File: src/rtl/assert_macros.svh
// assertion helpers shared by the rtl
`ifndef ASSERT_MACROS_SVH
`define ASSERT_MACROS_SVH

`ifndef SYNTHESIS

`define ASSERT_CLK(label, clk, rst, prop) \
   label: assert property (@(posedge clk) disable iff (rst) prop) \
      else $error("%m: assertion failed");

`define ASSERT_NEVER(label, clk, rst, cond) \
   label: assert property (@(posedge clk) disable iff (rst) !(cond)) \
      else $error("%m: forbidden condition seen");

`else

`define ASSERT_CLK(label, clk, rst, prop)

`define ASSERT_NEVER(label, clk, rst, cond)

`endif

`endif

File: src/rtl/kbi_pkg.sv
package kbi_pkg;

   localparam int unsigned CmdW     = 2;
   localparam int unsigned CharW    = 8;
   localparam int unsigned IdxW     = 16;
   localparam int unsigned KeyOutW  = 16;
   localparam int unsigned CntW     = 32;
   localparam int unsigned LenW     = 4;
   localparam int unsigned CsrDataW = 32;
   localparam int unsigned CsrAddrW = 3;
   localparam int unsigned RegIdxW  = CsrAddrW - 2;

   localparam logic [RegIdxW-1:0] REG_KMER_LEN   = '0;
   localparam logic [LenW-1:0]    KMER_LEN_RESET = 4'd7;
   localparam logic [CntW-1:0]    SAT32          = '1;

   localparam logic KIND_FOUND   = 1'b0;
   localparam logic KIND_READOUT = 1'b1;

   localparam logic [CharW-1:0] CHAR_A  = 8'h41;
   localparam logic [CharW-1:0] CHAR_C  = 8'h43;
   localparam logic [CharW-1:0] CHAR_G  = 8'h47;
   localparam logic [CharW-1:0] CHAR_T  = 8'h54;
   localparam logic [CharW-1:0] CHAR_LA = 8'h61;
   localparam logic [CharW-1:0] CHAR_LZ = 8'h7a;
   localparam logic [CharW-1:0] CASE_OFFSET = 8'h20;

   typedef enum logic [CmdW-1:0] {
      CMD_BASE    = 2'd0,
      CMD_READOUT = 2'd1,
      CMD_CLEAR   = 2'd2
   } cmd_type;

   typedef enum logic [1:0] {
      ST_CLEAR,
      ST_IDLE,
      ST_READ,
      ST_EMIT
   } state_type;

   typedef struct packed {
      logic accept;
      logic clr_step;
      logic rd_en;
      logic emit;
   } ctrl_cmd_type;

   typedef struct packed {
      logic lookup;
      logic clear;
      logic clr_last;
      logic out_free;
   } dp_sts_type;

   typedef struct packed {
      logic       ok;
      logic [1:0] code;
   } base_code_type;

   function automatic base_code_type base_code(input logic [CharW-1:0] c);
      logic [CharW-1:0] u;
      base_code_type    r;
      u = c;
      if (c >= CHAR_LA && c <= CHAR_LZ) begin
         u = c - CASE_OFFSET;
      end
      r.ok   = 1'b1;
      r.code = 2'd0;
      if (u == CHAR_A) begin
         r.code = 2'd0;
      end else if (u == CHAR_C) begin
         r.code = 2'd1;
      end else if (u == CHAR_G) begin
         r.code = 2'd2;
      end else if (u == CHAR_T) begin
         r.code = 2'd3;
      end else begin
         r.ok = 1'b0;
      end
      return r;
   endfunction

   function automatic logic [CntW-1:0] sat_add(input logic [CntW-1:0] a,
                                               input logic [CntW-1:0] b);
      logic [CntW:0] s;
      s = {1'b0, a} + {1'b0, b};
      return s[CntW] ? SAT32 : s[CntW-1:0];
   endfunction

endpackage

File: src/rtl/kbi_ctrl.sv
`include "assert_macros.svh"

module kbi_ctrl (
   input  logic                      clock,
   input  logic                      reset,
   input  logic                      req_valid,
   output logic                      req_ready,
   input  kbi_pkg::dp_sts_type       sts,
   output kbi_pkg::ctrl_cmd_type     cmd_out
);

   kbi_pkg::state_type state_ff;
   kbi_pkg::state_type state_in;

   always_ff @(posedge clock) begin
      if (reset) begin
         state_ff <= kbi_pkg::ST_CLEAR;
      end else begin
         state_ff <= state_in;
      end
   end

   always_comb begin
      state_in  = state_ff;
      req_ready = 1'b0;
      cmd_out   = '0;
      unique case (state_ff)
         kbi_pkg::ST_CLEAR: begin
            cmd_out.clr_step = 1'b1;
            if (sts.clr_last) begin
               state_in = kbi_pkg::ST_IDLE;
            end
         end
         kbi_pkg::ST_IDLE: begin
            req_ready = 1'b1;
            if (req_valid) begin
               cmd_out.accept = 1'b1;
               priority if (sts.clear) begin
                  state_in = kbi_pkg::ST_CLEAR;
               end else if (sts.lookup) begin
                  state_in = kbi_pkg::ST_READ;
               end else begin
                  state_in = kbi_pkg::ST_IDLE;
               end
            end
         end
         kbi_pkg::ST_READ: begin
            cmd_out.rd_en = 1'b1;
            state_in      = kbi_pkg::ST_EMIT;
         end
         kbi_pkg::ST_EMIT: begin
            if (sts.out_free) begin
               cmd_out.emit = 1'b1;
               state_in     = kbi_pkg::ST_IDLE;
            end
         end
         default: begin
            state_in = kbi_pkg::ST_IDLE;
         end
      endcase
   end

   `ASSERT_CLK(a_read_then_emit, clock, reset, state_ff == kbi_pkg::ST_READ |=> state_ff == kbi_pkg::ST_EMIT)
   `ASSERT_NEVER(a_emit_blocked, clock, reset, cmd_out.emit && !sts.out_free)

endmodule

File: config.mk
export PLATFORM = sky130hd
export DESIGN_NAME = kbi_ctrl
export DESIGN_NICKNAME = d
export VERILOG_FILES = /design/src/rtl/kbi_pkg.sv /design/src/rtl/kbi_ctrl.sv
export VERILOG_INCLUDE_DIRS = /design/src /design/src/rtl
export SDC_FILE = /design/constraint.sdc
export NUM_CORES = 1
export LEC_CHECK = 0
export BUFFER_PORTS_ARGS = -buffer_cell sky130_fd_sc_hd__buf_2
export CORE_AREA = 4 4 41 43
export CTS_CLUSTER_DIAMETER = 50
export DETAILED_ROUTE_END_ITERATION = 10
export DIE_AREA = 0 0 45 47
export PLACE_DENSITY = 0.5
export SETUP_SLACK_MARGIN = 0.2
export SLEW_MARGIN = 20
export SYNTH_ARGS = -nofsm -noshare
export SYNTH_HDL_FRONTEND = slang
export SYNTH_SLANG_ARGS = --single-unit
File: constraint.sdc
create_clock -name clock -period 1.4 [get_ports clock]
set_clock_uncertainty 0.05 [all_clocks]
set_input_delay 0 -clock clock [delete_from_list [all_inputs] [get_ports clock]]
set_output_delay 0 -clock clock [all_outputs]
set_load 0.1 [all_outputs]
==> results of run 1 <==
area by class of cell:
cell class / instances / area (um^2) / area share
multi-input combinational: 20 / 241.5 / 0.5288
inverter: 4 / 20.02 / 0.04384
clock buffer: 3 / 22.52 / 0.04932
tap: 15 / 18.77 / 0.04110
timing repair buffer: 12 / 106.4 / 0.2329
sequential: 2 / 47.55 / 0.1041
layout by cell type (no fill, tap or decap), types with 2 or more instances in the layout:
cell      instances
clkbuf_4          3
ha_4              3
dfxtp_4           2
buf_4             2
ha_1              2
inv_4             2
buf_12            2
buf_2             6
nand2b_4          3
inv_1             2
what timing repair did:
| item | CTS | global route |
|---|---|---|
| gates cloned | 0 | 0 |
| resized for setup | 6 | 4 |
| pin swaps | 0 | 1 |
| hold endpoints to repair | 1 | 0 |
| endpoints found under the setup margin | 5 | 5 |
| hold buffers | 1 | 0 |
layer usage:
metal  vias up  part of all wire  track usage
met3         0              0.15      0.07280
met5         -                 0            0
met2        11              0.44       0.1073
met4         0                 0            0
li1        123                 -            -
met1        92              0.41      0.06772
power by group:
part	switching (mW)	internal, mW
Combinational	0.152	0.0921
Sequential	0.0108	0.0630
Clock	0.0310	0.0944
Total	0.194	0.250
worst max-delay path: stages, from the launching register on:
cell and delay [ns]:
dfxtp_4 0.37, inv_4 0.06, ha_4 0.27, nand2b_4 0.05
o311a_1 0.33
worst min path at each step:
stage               startpoint                        to  depth (start not counted)
finish                  sts[3]  state_ff[1]$_SDFFE_PP0P_                          3
global route            sts[3]  state_ff[1]$_SDFFE_PP0P_                          3
CTS                     sts[3]  state_ff[1]$_SDFFE_PP0P_                          3
detailed placement       reset  state_ff[0]$_SDFFE_PP0P_                          3
global placement         reset  state_ff[0]$_SDFFE_PP0P_                          3
floorplan                reset  state_ff[0]$_SDFFE_PP0P_                          2
cells in the mapped netlist:
cell / number / area share
and2_2: 1 / 0.031
nand4_1: 1 / 0.026
ha_1: 5 / 0.26
nand2b_2: 2 / 0.072
dfxtp_1: 2 / 0.16
inv_1: 4 / 0.062
a311o_1: 1 / 0.041
nand3_1: 1 / 0.020
nand2b_1: 1 / 0.026
a31o_2: 1 / 0.036
nand2b_4: 1 / 0.056
o311a_1: 1 / 0.041
nor3b_2: 1 / 0.051
and2_1: 1 / 0.026
and2b_1: 1 / 0.031
a31oi_1: 1 / 0.026
o21ai_2: 1 / 0.036
logic make-up after synthesis:
group,synth area share
simple gates,0.3385
compound gates,0.1795
fa+ha+maj,0.2564
buf+inv,0.06152
flops,0.1641
metrics by stage:
step	worst slack (ns)	cells	hold slack, ns	power [mW]	utilization
2_1_floorplan	0.03866	26	0.09734	0.2612	-
3_3_place_gp	0.08709	52	0.2243	0.2941	0.2962
3_5_place_dp	0.09823	52	0.2241	0.2937	0.2962
4_1_cts	0.1536	56	0.04462	0.4435	0.3327
5_1_grt	0.1122	56	0.07688	0.4825	0.3510
6_report	0.1590	56	0.05375	0.4431	0.3510
==> impl_metrics.py, run 1 <==
metrics = {
    "floorplanning": {
        "start_util": 0.1875,
        "core_region_area_mm2": 0.001301,
        "dieArea_mm2": 0.002115,
        "die_h_um": 47,
        "placementRows": 13,
        "die_x_um": 45,
        "io_pins": 12,
    },
    "routing": {
        "ant_nets": 0,
        "avgRoutedWirePerCell_um": 9.804,
        "vias": 226,
        "drt_iter0_drc": 3,
        "post_drt_via_cell_ratio": 4.036,
        "routed_wl_um": 549,
        "dr.pass1.iters": 2,
        "drc": 0,
    },
    "placed_design": {
        "dpl_cell_area_um2": 385.4,
        "gp_congestion": 0.6746,
        "hpwl_um": 443.9,
        "port_buffers": 11,
    },
    "grt": {
        "antenna_found_initial": 0,
        "overflow": 0,
        "grt_usage": 0.06856,
        "grt_start_max_net_pins": 6,
        "grt_pass1_vias": 234,
        "grt_pass1_wl_um": 959,
    },
    "timing": {
        "fmax_mhz": 805.8,
        "grt_setup_unrepaired": "true",
        "period_minus_slack_ns": 1.241,
        "fin_crit_sh": 0.8864,
        "slew_headroom": 0.8155,
        "setup_violations": 0,
        "hold_viol": 0,
        "tightest_slew_ns": 0.2790,
        "finalMaxSlewViolations": 0,
        "finalSetupTns_ns": 0,
    },
    "setup_path": {
        "arrival_ns": 1.29,
        "start_kind": "flop",
        "criticalPathCategory": "flop to flop",
        "endpoint": "state_ff[0]$_SDFFE_PP0P_",
        "cp_data_required_time_ns": 1.45,
        "crit_path_start": "state_ff[0]$_SDFFE_PP0P_",
        "r2r_cells": 4,
        "rr_endpoint": "state_ff[0]$_SDFFE_PP0P_",
        "critPathMaxFanout": 4,
        "r2r-start": "state_ff[0]$_SDFFE_PP0P_",
        "r2r_slack_ns": 0.16,
        "cp-end-kind": "flop",
    },
    "synthesis": {
        "avgSynthCellArea_um2": 9.384,
        "ys_ff_latch": 2,
        "ys_seq_area_frac": 0.1641,
        "yosysWarnings": 0,
        "ys_types": 17,
        "synth.net_count": 38,
        "syn-cell-area_um2": 244.0,
        "syn_inst": 26,
    },
    "power_and_ir_drop": {
        "irDropWorstVdd_v": 0.0004135,
        "p_leak_nw": 0.2028,
        "p_per_area_mw_per_mm2": 970.3,
    },
    "layout": {
        "fillers": 143,
        "syn_to_final_growth_pct": 87.18,
        "final_area_um2": 456.7,
        "nets": 55,
        "largest_reg_flops": 2,
        "regMostFlops": "state_ff",
        "layout-drive-gt1-share": 0.7317,
        "diodes": 0,
        "top_regs": "state_ff: 2 flops",
    },
    "worst_hold_path": {
        "hold_path_class": "primary input to flop",
    },
    "clock_network": {
        "cts_setup_buffers": 0,
        "cts-root-buf": "clkbuf_4",
        "cts_buffers": 3,
        "clk_latency_ns": 0.22,
        "clk_pin_slew_worst_paths_ns": 0.03,
        "cts_buffer_depth": 2,
        "cts_tree": "yes",
        "h-tree-depth": 1,
        "clock-sinks": 2,
    },
    "job": {
        "max_cap_violations": 0,
    },
    "run_status": {
        "status": "finished, final reports clean",
    },
}
No activity file was read; power rests on OpenSTA's default activity.
==> run 2, diff against run 1 <==
- SETUP_SLACK_MARGIN: 0.2 -> 0.02
==> run 2 against run 1 <==
- sequential power fell by 0.7%
- non-clock buffer count did not move
- register-to-register slack got worse by 0.04 ns
- first-iteration DRC count fell by 33%
- routed wire length rose by 7.1%
- clock power barely moved
- cell count did not move
- via count rose by 4.4%
==> impl_metrics.py, run 2 (synthesized netlist as in run 1, its figures left out) <==
metrics = {
    "run_status": {
        "status": "finished, final reports clean",
    },
    "clock_network": {
        "cts_tree": "yes",
        "cts_buffer_depth": 2,
        "clk_pin_slew_worst_paths_ns": 0.03,
        "clk_latency_ns": 0.22,
        "cts-root-buf": "clkbuf_4",
        "cts_buffers": 3,
        "clock-sinks": 2,
        "h-tree-depth": 1,
        "cts_resized": 0,
    },
    "placed_design": {
        "gp_congestion": 0.6587,
        "hpwl_um": 512.6,
        "place_inst": 52,
        "port_buffers": 11,
    },
    "routing": {
        "post_drt_via_cell_ratio": 4.214,
        "routed_wl_um": 588,
        "drt_iter0_drc": 2,
        "drc": 0,
        "avgRoutedWirePerCell_um": 10.50,
        "dr.pass1.iters": 3,
        "vias": 236,
        "ant_nets": 0,
    },
    "layout": {
        "largest_reg_flops": 2,
        "layout-drive-gt1-share": 0.6585,
        "regMostFlops": "state_ff",
        "fin_cells": 56,
        "layout_common_cells": "9 x buf_2, 3 x ha_1, 3 x clkbuf_4",
        "final_common_cell": "buf_2",
        "fillers": 147,
        "diodes": 0,
        "nets": 55,
        "syn_to_final_growth_pct": 70.77,
        "top_regs": "state_ff: 2 flops",
    },
    "timing": {
        "hold_viol": 0,
        "slew_headroom": 0.6794,
        "grt_setup_unrepaired": "false",
        "finalSetupTns_ns": 0,
        "setup_violations": 0,
        "tightest_slew_ns": 0.4842,
        "period_minus_slack_ns": 1.293,
        "finalMaxSlewViolations": 0,
        "fmax_mhz": 773.5,
        "fin_crit_sh": 0.9235,
    },
    "floorplanning": {
        "die_x_um": 45,
        "dieArea_mm2": 0.002115,
        "start_util": 0.1875,
        "placementRows": 13,
        "die_h_um": 47,
        "io_pins": 12,
        "core_region_area_mm2": 0.001301,
    },
    "grt": {
        "grt_usage": 0.06625,
        "grt_pass1_vias": 226,
        "overflow": 0,
        "grt_pass1_wl_um": 938,
        "grt_start_max_net_pins": 6,
        "antenna_found_initial": 0,
    },
    "power_and_ir_drop": {
        "p_leak_nw": 0.1973,
        "p_per_area_mw_per_mm2": 1016,
        "finalPower_mw": 0.4231,
        "irDropWorstVdd_v": 0.0003523,
    },
    "setup_path": {
        "start_kind": "flop",
        "cp_data_required_time_ns": 1.35,
        "arrival_ns": 1.24,
        "criticalPathCategory": "flop to output port",
        "critPathMaxFanout": 5,
        "r2r_cells": 5,
        "cp-end-kind": "output port",
    },
    "worst_hold_path": {
        "whs_path_depth": 3,
        "hold_path_class": "primary input to flop",
    },
    "job": {
        "max_cap_violations": 0,
    },
}
## run 2: cell counts in the layout (fill, tap and decap cells not counted)
Identical to the previous run, type by type.
## run 2: stage by stage
step	worst slack (ns)	hold WS [ns]	cell area (um^2)	util
after floorplan	0.02517	0.09734	280.3	-
after global placement	0.1088	0.2435	384.1	0.2952
after detailed placement	0.1055	0.2344	384.1	0.2952
after CTS	0.08691	0.07260	416.7	0.3202
after global routing	0.04660	0.09773	416.7	0.3202
final	0.1071	0.06900	416.7	0.3202
## run 2: cell type report
type,count,area [um^2],area share
Tap cell,15,18.77,0.04505
Timing Repair Buffer,12,95.09,0.2282
Sequential cell,2,42.54,0.1021
Inverter,4,17.52,0.04204
Multi-Input combinational cell,20,220.2,0.5285
Clock buffer,3,22.52,0.05405
## run 2: worst max-delay path: stages, from the launching register on
cell and delay [ns]:
dfxtp_2 0.34, inv_4 0.08, ha_4 0.17, buf_2 0.43
## run 2: where the power goes
group | switching [mW] | internal (mW)
logic | 0.147 | 0.0755
registers | 0.00935 | 0.0640
clock network | 0.0332 | 0.0946
## run 2: worst paths after layout
check | startpoint | end | slack, ns
min | sts[3] | state_ff[1]$_SDFFE_PP0P_ | 0.07
max | state_ff[1]$_SDFFE_PP0P_ | req_ready | 0.11
max reg2reg | state_ff[0]$_SDFFE_PP0P_ | state_ff[0]$_SDFFE_PP0P_ | 0.12
min reg2reg | state_ff[1]$_SDFFE_PP0P_ | state_ff[1]$_SDFFE_PP0P_ | 0.60
## run 2: what timing repair did
action / CTS / global route
endpoints found under the setup margin: 0 / 0
buffers inserted: 0 / 0
hold endpoints to repair: 1 / 0
hold buffers: 1 / 0
## run 2: routing by layer
layer	track usage	wire length [um]	vias to the layer above
li1	-	-	124
met1	0.07919	247	103
met2	0.1045	285	9
met3	0.01149	55	0
met4	0.05263	0	0
met5	0	0	-
==> run 3, diff against run 2 <==
- BUFFER_PORTS_ARGS: -buffer_cell sky130_fd_sc_hd__buf_2 -> -buffer_cell sky130_fd_sc_hd__buf_4
==> run 3 against run 2 <==
- non-clock buffer count stayed put
- register-to-register slack hardly changed
- via count is 3.0% lower
- critical path type is now flop to flop
==> impl_metrics.py, run 3 (synthesized netlist as in run 1, its figures left out) <==
metrics = {
    "routing": {
        "routed_wl_um": 566,
        "avgRoutedWirePerCell_um": 10.11,
        "post_drt_via_cell_ratio": 4.089,
        "ant_nets": 0,
        "dr.pass1.iters": 3,
        "drt_iter0_drc": 3,
        "drc": 0,
        "vias": 229,
    },
    "power_and_ir_drop": {
        "irDropWorstVdd_v": 0.0003738,
        "p_per_area_mw_per_mm2": 1015,
        "p_leak_nw": 0.1982,
        "finalPower_mw": 0.4206,
    },
    "timing": {
        "grt_setup_unrepaired": "false",
        "finalMaxSlewViolations": 0,
        "fmax_mhz": 775.6,
        "finalSetupTns_ns": 0,
        "period_minus_slack_ns": 1.289,
        "tightest_slew_ns": 0.2801,
        "setup_violations": 0,
        "fin_crit_sh": 0.9209,
        "hold_viol": 0,
        "slew_headroom": 0.8148,
    },
    "grt": {
        "grt_pass1_wl_um": 959,
        "overflow": 0,
        "grt_usage": 0.06309,
        "grt_pass1_vias": 227,
        "antenna_found_initial": 0,
        "grt_start_max_net_pins": 6,
    },
    "clock_network": {
        "clock-sinks": 2,
        "clk_latency_ns": 0.22,
        "clk_pin_slew_worst_paths_ns": 0.03,
        "cts_buffers": 3,
        "cts_buffer_depth": 2,
        "cts-root-buf": "clkbuf_4",
        "h-tree-depth": 1,
        "cts_setup_buffers": 0,
        "cts_tree": "yes",
    },
    "setup_path": {
        "start_kind": "flop",
        "critPathMaxFanout": 5,
        "cp_data_required_time_ns": 1.45,
        "cp-end-kind": "flop",
        "criticalPathCategory": "flop to flop",
        "arrival_ns": 1.34,
    },
    "floorplanning": {
        "start_util": 0.1875,
        "dieArea_mm2": 0.002115,
        "placementRows": 13,
        "die_h_um": 47,
        "io_pins": 12,
        "core_region_area_mm2": 0.001301,
        "die_x_um": 45,
    },
    "layout": {
        "regMostFlops": "state_ff",
        "syn_to_final_growth_pct": 69.74,
        "fillers": 144,
        "diodes": 0,
        "layout-drive-gt1-share": 0.6585,
        "nets": 55,
        "final_common_cell": "buf_4",
        "layout_common_cells": "11 x buf_4, 3 x ha_1, 3 x clkbuf_4",
        "top_regs": "state_ff: 2 flops",
        "utilization": 0.3183,
        "largest_reg_flops": 2,
    },
    "worst_hold_path": {
        "hold_path_class": "primary input to flop",
    },
    "run_status": {
        "status": "finished, final reports clean",
    },
    "placed_design": {
        "gp_congestion": 0.6641,
        "port_buffers": 11,
    },
    "job": {
        "max_cap_violations": 0,
    },
}
==> run 3: cell counts in the layout (fill, tap and decap cells not counted) <==
No cell type changed its count.
==> run 3: what timing repair did <==
action,4_1_cts,5_1_grt
hold buffers,1,0
hold endpoints to repair,1,0
resized for setup,0,0
==> run 3: metrics by stage <==
step	instances	hold WS, ns	setup slack (ns)	cell area, um^2
after floorplan	26	0.09734	0.02517	280.3
after global placement	52	0.2160	0.1221	381.6
after detailed placement	52	0.2126	0.1068	381.6
after CTS	56	0.06053	0.1007	414.1
after global routing	56	0.07986	0.05104	414.1
final	56	0.05946	0.1107	414.1
==> run 3: critical path: stages (launching register included) <==
cell and delay (ns):
dfxtp_2 0.37, inv_4 0.06, ha_4 0.18, nand2b_4 0.08
nand3_1 0.09, o311a_1 0.35
==> run 3: final timing paths <==
path,from,endpoint,slack (ns),cells after the start
worst max-delay path,state_ff[1]$_SDFFE_PP0P_,state_ff[0]$_SDFFE_PP0P_,0.11,5
worst min-delay path,sts[3],state_ff[1]$_SDFFE_PP0P_,0.06,3
worst max register to register,state_ff[1]$_SDFFE_PP0P_,state_ff[0]$_SDFFE_PP0P_,0.11,5
worst min register to register,state_ff[1]$_SDFFE_PP0P_,state_ff[1]$_SDFFE_PP0P_,0.60,3
==> run 3: final cells by class <==
class                           count  area (um^2)  area share
Sequential cell                     2        42.54      0.1027
Timing Repair Buffer               12        92.59      0.2236
Inverter                            4        17.52     0.04230
Multi-Input combinational cell     20        220.2      0.5317
Clock buffer                        3        22.52     0.05438
Tap cell                           15        18.77     0.04532
==> run 3: where the power goes <==
part / internal [mW] / total, mW / switching [mW] / leakage, nW
clock network: 0.0943 / 0.124 / 0.0300 / 0.0138
logic: 0.0784 / 0.223 / 0.144 / 0.167
registers: 0.0640 / 0.0735 / 0.00946 / 0.0172
==> run 3: metal layers <==
metal	global-route usage	vias up	part of all wire
met5	0	-	0
met4	0.04094	0	0
met3	0.02299	0	0.083
met2	0.09887	9	0.46
met1	0.07240	97	0.46
li1	-	123	-
